<file path="config.mk">
export PLATFORM = sky130hd
export DESIGN_NAME = pid_step_deriv_on_measurement
export DESIGN_NICKNAME = d
export VERILOG_FILES = /design/src/design/pid_dom_pkg.sv /design/src/design/pid_step_deriv_on_measurement.sv /design/src/design/pid_dom_cfg.sv /design/src/design/pid_dom_core.sv
export SDC_FILE = /design/constraint.sdc
export NUM_CORES = 2
export LEC_CHECK = 0
export BUFFER_PORTS_ARGS = -buffer_cell sky130_fd_sc_hd__buf_4
export CAP_MARGIN = 20
export CORE_ASPECT_RATIO = 1.4
export CORE_MARGIN = 1
export CORE_UTILIZATION = 35
export CTS_CLUSTER_DIAMETER = 60
export DETAILED_ROUTE_END_ITERATION = 16
export SETUP_SLACK_MARGIN = 0.1
export SYNTH_ARGS = -nofsm -noshare
export SYNTH_HDL_FRONTEND = slang
export SYNTH_HIERARCHICAL = 1
export SYNTH_SLANG_ARGS = --single-unit
</file>
<file path="constraint.sdc">
create_clock -name aclk -period 47.8 [get_ports aclk]
set_input_delay 9.56 -clock aclk [delete_from_list [all_inputs] [get_ports aclk]]
set_output_delay 9.56 -clock aclk [all_outputs]
set_load 0.01 [all_outputs]
</file>
<file path="src/design/pid_dom_pkg.sv">
`timescale 1ns / 1ps
// ----------------------------------------------------------------------------
// PID derivative-on-measurement package
// Shared widths, register map, payload and control types, fixed-point helpers.
// ----------------------------------------------------------------------------
package pid_dom_pkg;

    // Sample and gain formats
    localparam int SAMPLE_BITS    = 16;
    localparam int GAIN_FRAC_BITS = 8;
    localparam int ACC_FRAC       = 8;
    localparam int GAIN_W         = 16;
    localparam int LIMIT_W        = 16;
    localparam int DRIVE_W        = 16;
    localparam int TIME_W         = 32;

    // Derived arithmetic widths
    localparam int DIFF_W   = SAMPLE_BITS + 1;
    localparam int PROD_W   = GAIN_W + 1 + DIFF_W;
    localparam int UP_SHIFT = (ACC_FRAC > GAIN_FRAC_BITS) ? ACC_FRAC - GAIN_FRAC_BITS : 0;
    localparam int DN_SHIFT = (GAIN_FRAC_BITS > ACC_FRAC) ? GAIN_FRAC_BITS - ACC_FRAC : 0;
    localparam int TERM_W   = PROD_W + UP_SHIFT;
    localparam int LIM_W    = LIMIT_W + ACC_FRAC;
    localparam int WIDE_W   = ((TERM_W > LIM_W) ? TERM_W : LIM_W) + 2;

    // Configuration port
    localparam int PADDR_W = 5;
    localparam int PDATA_W = 32;

    typedef enum logic [2:0] {
        REG_PROP_GAIN  = 3'd0,
        REG_INTEG_GAIN = 3'd1,
        REG_DERIV_GAIN = 3'd2,
        REG_OUT_LOW    = 3'd3,
        REG_OUT_HIGH   = 3'd4,
        REG_PERIOD_MS  = 3'd5
    } reg_idx_t;

    localparam logic signed [LIMIT_W-1:0] OUT_LOW_RST  = -16'sd255;
    localparam logic signed [LIMIT_W-1:0] OUT_HIGH_RST = 16'sd255;

    typedef struct packed {
        logic        [GAIN_W-1:0]  prop_gain;
        logic        [GAIN_W-1:0]  integ_gain;
        logic        [GAIN_W-1:0]  deriv_gain;
        logic signed [LIMIT_W-1:0] out_low;
        logic signed [LIMIT_W-1:0] out_high;
        logic        [TIME_W-1:0]  period_ms;
    } cfg_t;

    typedef struct packed {
        logic signed [SAMPLE_BITS-1:0] target;
        logic signed [SAMPLE_BITS-1:0] measured;
        logic        [TIME_W-1:0]      now_ms;
    } in_t;

    typedef struct packed {
        logic signed [DRIVE_W-1:0] drive;
        logic                      updated;
    } res_t;

    // Gain times signed integer, aligned to ACC_FRAC fraction bits
    function automatic logic signed [TERM_W-1:0] gain_mul(
        input logic        [GAIN_W-1:0] gain,
        input logic signed [DIFF_W-1:0] x
    );
        logic signed [PROD_W-1:0] prod;
        logic signed [TERM_W-1:0] term;
        prod = $signed({1'b0, gain}) * x;
        term = TERM_W'(prod);
        term = term <<< UP_SHIFT;
        return term >>> DN_SHIFT;
    endfunction

    // Clamp to the output limits; crossed limits give hi above hi, else lo
    function automatic logic signed [LIM_W-1:0] clamp_lim(
        input logic signed [WIDE_W-1:0]  v,
        input logic signed [LIMIT_W-1:0] lo,
        input logic signed [LIMIT_W-1:0] hi
    );
        logic signed [LIM_W-1:0]  hi_s;
        logic signed [LIM_W-1:0]  lo_s;
        hi_s = $signed({hi, {ACC_FRAC{1'b0}}});
        lo_s = $signed({lo, {ACC_FRAC{1'b0}}});
        if (v > WIDE_W'(hi_s)) begin
            return hi_s;
        end else if (v < WIDE_W'(lo_s)) begin
            return lo_s;
        end
        return v[LIM_W-1:0];
    endfunction

endpackage

</file>
<file path="src/design/pid_step_deriv_on_measurement.sv">
`timescale 1ns / 1ps
// ----------------------------------------------------------------------------
// PID controller step, derivative on measurement
// Fixed-point PID with sample-period gating, output clamping and APB setup.
// ----------------------------------------------------------------------------
// Each input beat carries a setpoint, a measurement and a wrapping millisecond
// timestamp, and yields exactly one result beat. The controller recomputes on
// the first beat after reset and whenever the wrapped time since the last
// recomputation reaches period_ms; otherwise it repeats the held drive with
// updated low. Gains are unsigned Q8.8; the integral and the sum keep 8
// fraction bits and are clamped to [out_low, out_high], and drive is the floor
// of the clamped sum. Throughput is one beat per clock while m_ready does not
// hold the output: the beat is captured in an input register, the three gain
// multiplies, integral update and clamps run in one combinational pass, and
// the result lands in an output register that drives m_valid. s_ready stays
// high while the input register is empty or its beat can move into the output
// register; with m_ready low and both registers full it drops, and it follows
// m_ready within the same cycle. Write configuration only while no beat is in
// flight.
// ----------------------------------------------------------------------------
module pid_step_deriv_on_measurement (
    input  logic                                    aclk,
    input  logic                                    aresetn,

    // Sample beats in
    input  logic                                    s_valid,
    output logic                                    s_ready,
    input  logic signed [pid_dom_pkg::SAMPLE_BITS-1:0] s_target,
    input  logic signed [pid_dom_pkg::SAMPLE_BITS-1:0] s_measured,
    input  logic        [pid_dom_pkg::TIME_W-1:0]      s_now_ms,

    // Result beats out
    output logic                                    m_valid,
    input  logic                                    m_ready,
    output logic signed [pid_dom_pkg::DRIVE_W-1:0]  m_drive,
    output logic                                    m_updated,

    // Configuration port
    input  logic                                    psel,
    input  logic                                    penable,
    input  logic                                    pwrite,
    input  logic        [pid_dom_pkg::PADDR_W-1:0]  paddr,
    input  logic        [pid_dom_pkg::PDATA_W-1:0]  pwdata,
    output logic        [pid_dom_pkg::PDATA_W-1:0]  prdata,
    output logic                                    pready
);

    pid_dom_pkg::cfg_t cfg;
    pid_dom_pkg::in_t  in_reg;
    pid_dom_pkg::in_t  in_next;
    pid_dom_pkg::res_t res;
    pid_dom_pkg::res_t out_reg;
    pid_dom_pkg::res_t out_next;
    logic              in_valid_reg;
    logic              in_valid_next;
    logic              out_valid_reg;
    logic              out_valid_next;
    logic              out_free;
    logic              advance;
    logic              take_in;

    pid_dom_cfg u_cfg (
        .aclk    (aclk),
        .aresetn (aresetn),
        .psel    (psel),
        .penable (penable),
        .pwrite  (pwrite),
        .paddr   (paddr),
        .pwdata  (pwdata),
        .prdata  (prdata),
        .pready  (pready),
        .cfg     (cfg)
    );

    pid_dom_core u_core (
        .aclk    (aclk),
        .aresetn (aresetn),
        .advance (advance),
        .item    (in_reg),
        .cfg     (cfg),
        .res     (res)
    );

    // Output slot is free when empty or draining this cycle
    assign out_free = !out_valid_reg || m_ready;
    // Move the captured beat through the core into the output register
    assign advance  = in_valid_reg && out_free;
    // Input slot is free when empty or advancing this cycle
    assign s_ready  = !in_valid_reg || out_free;
    assign take_in  = s_valid && s_ready;

    always_comb begin
        in_next        = in_reg;
        in_valid_next  = in_valid_reg;
        out_next       = out_reg;
        out_valid_next = out_valid_reg;

        // Drain the result first, then refill from the core
        if (m_ready) begin
            out_valid_next = 1'b0;
        end
        if (advance) begin
            out_next       = res;
            out_valid_next = 1'b1;
            in_valid_next  = 1'b0;
        end
        // Capture a new beat; hold the previous one otherwise
        if (take_in) begin
            in_next.target   = s_target;
            in_next.measured = s_measured;
            in_next.now_ms   = s_now_ms;
            in_valid_next    = 1'b1;
        end
    end

    always_ff @(posedge aclk) begin
        if (!aresetn) begin
            in_valid_reg  <= 1'b0;
            out_valid_reg <= 1'b0;
        end else begin
            in_valid_reg  <= in_valid_next;
            out_valid_reg <= out_valid_next;
        end
    end

    // Payload registers carry no reset
    always_ff @(posedge aclk) begin
        in_reg  <= in_next;
        out_reg <= out_next;
    end

    assign m_valid   = out_valid_reg;
    assign m_drive   = out_reg.drive;
    assign m_updated = out_reg.updated;

endmodule

</file>
<file path="src/design/pid_dom_cfg.sv">
`timescale 1ns / 1ps
// ----------------------------------------------------------------------------
// PID configuration registers
// APB-style register file holding gains, output limits and sample period.
// ----------------------------------------------------------------------------
module pid_dom_cfg (
    input  logic                             aclk,
    input  logic                             aresetn,
    input  logic                             psel,
    input  logic                             penable,
    input  logic                             pwrite,
    input  logic [pid_dom_pkg::PADDR_W-1:0]  paddr,
    input  logic [pid_dom_pkg::PDATA_W-1:0]  pwdata,
    output logic [pid_dom_pkg::PDATA_W-1:0]  prdata,
    output logic                             pready,
    output pid_dom_pkg::cfg_t                cfg
);

    pid_dom_pkg::cfg_t     cfg_reg;
    pid_dom_pkg::cfg_t     cfg_next;
    pid_dom_pkg::reg_idx_t idx;
    logic                  wr_en;

    assign idx    = pid_dom_pkg::reg_idx_t'(paddr[pid_dom_pkg::PADDR_W-1:2]);
    assign wr_en  = psel && penable && pwrite;
    assign pready = 1'b1;
    assign cfg    = cfg_reg;

    always_comb begin
        cfg_next = cfg_reg;
        if (wr_en) begin
            unique case (idx)
                pid_dom_pkg::REG_PROP_GAIN:
                    cfg_next.prop_gain  = pwdata[pid_dom_pkg::GAIN_W-1:0];
                pid_dom_pkg::REG_INTEG_GAIN:
                    cfg_next.integ_gain = pwdata[pid_dom_pkg::GAIN_W-1:0];
                pid_dom_pkg::REG_DERIV_GAIN:
                    cfg_next.deriv_gain = pwdata[pid_dom_pkg::GAIN_W-1:0];
                pid_dom_pkg::REG_OUT_LOW:
                    cfg_next.out_low    = $signed(pwdata[pid_dom_pkg::LIMIT_W-1:0]);
                pid_dom_pkg::REG_OUT_HIGH:
                    cfg_next.out_high   = $signed(pwdata[pid_dom_pkg::LIMIT_W-1:0]);
                pid_dom_pkg::REG_PERIOD_MS:
                    cfg_next.period_ms  = pwdata[pid_dom_pkg::TIME_W-1:0];
                default: begin
                end
            endcase
        end
    end

    always_comb begin
        unique case (idx)
            pid_dom_pkg::REG_PROP_GAIN:  prdata = pid_dom_pkg::PDATA_W'(cfg_reg.prop_gain);
            pid_dom_pkg::REG_INTEG_GAIN: prdata = pid_dom_pkg::PDATA_W'(cfg_reg.integ_gain);
            pid_dom_pkg::REG_DERIV_GAIN: prdata = pid_dom_pkg::PDATA_W'(cfg_reg.deriv_gain);
            pid_dom_pkg::REG_OUT_LOW:    prdata = pid_dom_pkg::PDATA_W'(cfg_reg.out_low);
            pid_dom_pkg::REG_OUT_HIGH:   prdata = pid_dom_pkg::PDATA_W'(cfg_reg.out_high);
            pid_dom_pkg::REG_PERIOD_MS:  prdata = pid_dom_pkg::PDATA_W'(cfg_reg.period_ms);
            default:                     prdata = '0;
        endcase
    end

    always_ff @(posedge aclk) begin
        if (!aresetn) begin
            cfg_reg.prop_gain  <= '0;
            cfg_reg.integ_gain <= '0;
            cfg_reg.deriv_gain <= '0;
            cfg_reg.out_low    <= pid_dom_pkg::OUT_LOW_RST;
            cfg_reg.out_high   <= pid_dom_pkg::OUT_HIGH_RST;
            cfg_reg.period_ms  <= '0;
        end else begin
            cfg_reg <= cfg_next;
        end
    end

endmodule

</file>
<file path="src/design/pid_dom_core.sv">
`timescale 1ns / 1ps
// ----------------------------------------------------------------------------
// PID update core
// Controller state plus the combinational update math for one sample.
// ----------------------------------------------------------------------------
module pid_dom_core (
    input  logic              aclk,
    input  logic              aresetn,
    input  logic              advance,
    input  pid_dom_pkg::in_t  item,
    input  pid_dom_pkg::cfg_t cfg,
    output pid_dom_pkg::res_t res
);

    // Controller state
    logic signed [pid_dom_pkg::LIM_W-1:0]       integ_reg;
    logic signed [pid_dom_pkg::LIM_W-1:0]       integ_next;
    logic signed [pid_dom_pkg::SAMPLE_BITS-1:0] prev_meas_reg;
    logic signed [pid_dom_pkg::DRIVE_W-1:0]     held_reg;
    logic signed [pid_dom_pkg::DRIVE_W-1:0]     held_next;
    logic        [pid_dom_pkg::TIME_W-1:0]      last_ms_reg;
    logic                                       primed_reg;

    logic        [pid_dom_pkg::TIME_W-1:0] elapsed;
    logic                                  recompute;
    logic signed [pid_dom_pkg::DIFF_W-1:0] err;
    logic signed [pid_dom_pkg::DIFF_W-1:0] dmeas;
    logic signed [pid_dom_pkg::TERM_W-1:0] p_term;
    logic signed [pid_dom_pkg::TERM_W-1:0] i_term;
    logic signed [pid_dom_pkg::TERM_W-1:0] d_term;
    logic signed [pid_dom_pkg::WIDE_W-1:0] integ_sum;
    logic signed [pid_dom_pkg::WIDE_W-1:0] pid_sum;
    logic signed [pid_dom_pkg::LIM_W-1:0]  pid_clamped;

    assign elapsed   = item.now_ms - last_ms_reg;
    assign recompute = !primed_reg || (elapsed >= cfg.period_ms);

    assign err   = pid_dom_pkg::DIFF_W'(item.target) - pid_dom_pkg::DIFF_W'(item.measured);
    assign dmeas = pid_dom_pkg::DIFF_W'(item.measured) - pid_dom_pkg::DIFF_W'(prev_meas_reg);

    assign p_term = pid_dom_pkg::gain_mul(cfg.prop_gain, err);
    assign i_term = pid_dom_pkg::gain_mul(cfg.integ_gain, err);
    assign d_term = pid_dom_pkg::gain_mul(cfg.deriv_gain, dmeas);

    assign integ_sum  = pid_dom_pkg::WIDE_W'(integ_reg) + pid_dom_pkg::WIDE_W'(i_term);
    assign integ_next = pid_dom_pkg::clamp_lim(integ_sum, cfg.out_low, cfg.out_high);

    assign pid_sum = pid_dom_pkg::WIDE_W'(p_term) + pid_dom_pkg::WIDE_W'(integ_next)
                   - pid_dom_pkg::WIDE_W'(d_term);
    assign pid_clamped = pid_dom_pkg::clamp_lim(pid_sum, cfg.out_low, cfg.out_high);

    // Floor of the clamped sum: drop the fraction bits
    assign held_next = pid_clamped[pid_dom_pkg::LIM_W-1:pid_dom_pkg::ACC_FRAC];

    assign res.drive   = recompute ? held_next : held_reg;
    assign res.updated = recompute;

    always_ff @(posedge aclk) begin
        if (!aresetn) begin
            integ_reg     <= '0;
            prev_meas_reg <= '0;
            held_reg      <= '0;
            last_ms_reg   <= '0;
            primed_reg    <= 1'b0;
        end else if (advance && recompute) begin
            integ_reg     <= integ_next;
            prev_meas_reg <= item.measured;
            held_reg      <= held_next;
            last_ms_reg   <= item.now_ms;
            primed_reg    <= 1'b1;
        end
    end

endmodule
</file>
==> results.py <==
metrics = {
    "run_status": {
        "status": "finished clean",
    },
    "hold_path": {
        "min_from": "u_core/last_ms_reg[18]$_SDFFE_PN0P_",
        "min_path_cells": 2,
        "hold_path.class": "flip-flop to flip-flop",
        "hold_end": "u_core/last_ms_reg[18]$_SDFFE_PN0P_",
    },
    "critical_path": {
        "crit-reg2reg-launch": "in_reg[32]$_DFFE_PP_",
        "slowest_delay_ns": 0.83,
        "crit_fanout": 30,
        "critPathSlowestCell": "nor4_1",
        "worstPathArrival_ns": 23.23,
        "reg2reg_depth": 70,
        "reg2reg_to": "m_drive[12]$_DFFE_PP_",
        "path_buf_inv": 9,
        "crit_type": "flip-flop to flip-flop",
        "timing.critical_path.from": "in_reg[32]$_DFFE_PP_",
        "crit_top_cell": "fa_1",
        "cp.required_ns": 48.09,
        "crit_family": "adder cells",
        "cp-end-kind": "flip-flop",
        "reg2reg_setup_slack_ns": 24.85,
        "critPathLaunchType": "flip-flop",
    },
    "logic_synthesis": {
        "synth_cell_type_count": 95,
        "avgSynthCellArea_um2": 8.898,
        "synth_area_leaders": "fa_1 (32%), ha_1 (14%), inv_1 (9.1%)",
        "ys.flop_type": "dfxtp_1",
        "synthCells": 5458,
        "syn-num-nets": 6873,
        "ys_ff_latch": 284,
        "synth_top_cell_by_area": "fa_1",
        "yosysTopAreaCellShare_pct": 31.66,
        "ys_seq_area_share_pct": 13.38,
        "synthArstFlopShare_pct": 0,
        "synth_edf_count": 81,
        "ys_warn_count": 6,
        "netlist_area_mm2": 0.04856,
    },
    "finish": {
        "regArea_mm2": 0.006496,
        "layout_commonest_cell": "inv_1",
        "multi_input_area_mm2": 0.03691,
        "fin_nets": 6931,
        "area_delta_synth_final_pct": 9.432,
        "largest_reg_flops": 112,
        "drive_gt1_share_pct": 7.558,
        "layout_common_cells": "inv_1 (1177), fa_1 (768), nand2_1 (696)",
        "fill_cells": 13870,
    },
    "grt": {
        "grt_usage_pct": 20.44,
        "grt_start_max_net_pins": 109,
        "grt_pass1_wl_mm": 222.2,
        "antenna_found_initial": 4,
        "grt_pass1_vias": 39430,
        "gr-total-overflow": 0,
    },
    "sta": {
        "fin_crit_sh_pct": 48.01,
        "setup_viol": 0,
        "drv_slew": 0,
        "slew_headroom_pct": 20.51,
        "skew_ns": 0.03717,
        "tightest_slew_ns": 1.191,
        "rsz0062_at_grt": "no",
        "fmax_ghz": 0.04358,
        "period_needed_ns": 22.95,
        "hold_viol": 0,
        "setup-tns-final_ns": 0,
    },
    "clock_tree": {
        "cts_hold_buf": 0,
        "cts_root_buffer": "clkbuf_16",
        "cts.path.max_buffers": 3,
        "post_cts_resized": 0,
        "cts_sinks": 284,
        "cts_buffers": 36,
        "clk_pin_slew_ns": 0.06,
        "cts_tree": "built",
        "cts_setup_buffers": 0,
        "clk_latency_ns": 0.59,
        "htree_levels": 2,
    },
    "routing": {
        "vias": 37290,
        "drtPass1Iterations": 5,
        "drtAntennaViolNets": 0,
        "drtIter0Drc": 1782,
        "routed_wl_mm": 141.7,
        "drc": 0,
        "viasPerCell": 5.077,
        "wl_per_cell_um": 19.29,
    },
    "floorplan": {
        "rows": 161,
        "die_x_um": 316.8,
        "coreArea_mm2": 0.1376,
        "dieArea_mm2": 0.1403,
        "io_pins": 160,
        "start_util_pct": 35.30,
        "die_h_um": 442.7,
    },
    "placed_design": {
        "dp_hpwl_mm": 116.4,
        "place_congestion": 0.9838,
        "portBuffers": 156,
    },
    "flow_run": {
        "cap_violations": 0,
    },
}
-- synth_stat cells, types with 13 or more instances --
library cell  number
nor2_1           144
inv_1           1178
o21ai_0          116
nand2b_1          64
ha_1             539
and3_1            23
o211ai_1          27
and2_1           333
mux2_2            38
nand4_1           41
dfxtp_1          203
a22oi_1           13
fa_1             768
buf_2             20
nand2_1          696
o311ai_0          30
nor2b_1           67
or2_2             26
a21oi_1          183
mux2i_1          127
nand3_1           58
o21bai_1          20
xnor2_1           76
xor2_1            27
a21o_1            85
o21a_1            20
nor3_1            40
a31oi_1           15
a211oi_1          22
clkbuf_1         171
edfxtp_1          81
or3_1             17
-- per-layer routing --
| metal | share of wire [%] | GRT usage (%) | up-vias | wire [um] |
|---|---|---|---|---|
| met4 | 5.6 | 9.875 | 0 | 7907 |
| li1 | - | - | 17240 | - |
| met1 | 38 | 23.14 | 18790 | 53650 |
| met3 | 4.3 | 2.214 | 298 | 6155 |
| met5 | 0 | 0 | - | 0 |
| met2 | 52 | 37.57 | 958 | 73940 |
-- how the worst max path moves through the flow --
| stage | slack (ns) | endpoint | cells past startpoint |
|---|---|---|---|
| 3_5_place_dp | 25.23 | m_drive[13]$_DFFE_PP_ | 73 |
| 2_1_floorplan | 27.62 | prdata[16] | 6 |
| 6_report | 24.85 | m_drive[12]$_DFFE_PP_ | 70 |
| 4_1_cts | 25.04 | m_drive[13]$_DFFE_PP_ | 72 |
| 5_1_grt | 23.88 | m_drive[12]$_DFFE_PP_ | 72 |
| 3_3_place_gp | 25.18 | m_drive[13]$_DFFE_PP_ | 72 |
-- logic make-up after synthesis --
kind of cell / share of synthesized area, %
buffers and inverters: 10.98
AOI/OAI and AO/OA: 8.891
xor gates and xnor gates: 1.904
adders and majority gates: 45.55
DFF: 13.38
muxes: 3.530
other: 0.007722
and+or+nand+nor: 15.76
-- cell type report --
type / count / share of cell area (%)
sequential: 284 / 12.22
clock inverter: 21 / 0.5038
timing repair buffer: 234 / 3.350
tap: 1793 / 4.221
antenna: 7 / 0.03296
multi-input combinational: 3780 / 69.46
clock buffer: 45 / 1.876
inverter: 1180 / 8.335
-- per-stage QoR --
step	util (%)	hold WS, ns	std cells	cell area, um2	setup WS (ns)
after floorplan	-	0.4319	5458	48560	27.62
after global placement	37.67	0.4413	7270	51830	25.18
after detailed placement	37.69	0.4465	7271	51860	25.23
after CTS	38.61	0.4547	7337	53130	25.04
after global routing	38.62	0.4716	7341	53140	23.88
final	38.63	0.4524	7344	53140	24.85
-- worst min-delay path, cell delays in order (launching register included) --
cell,delay [ns]
dfxtp_1,0.30
nand2_1,0.05
a21oi_1,0.05
Power is left out: the tool's default activity adds up to more than one toggle a clock period on the data nets, which glitch-free logic cannot reach.
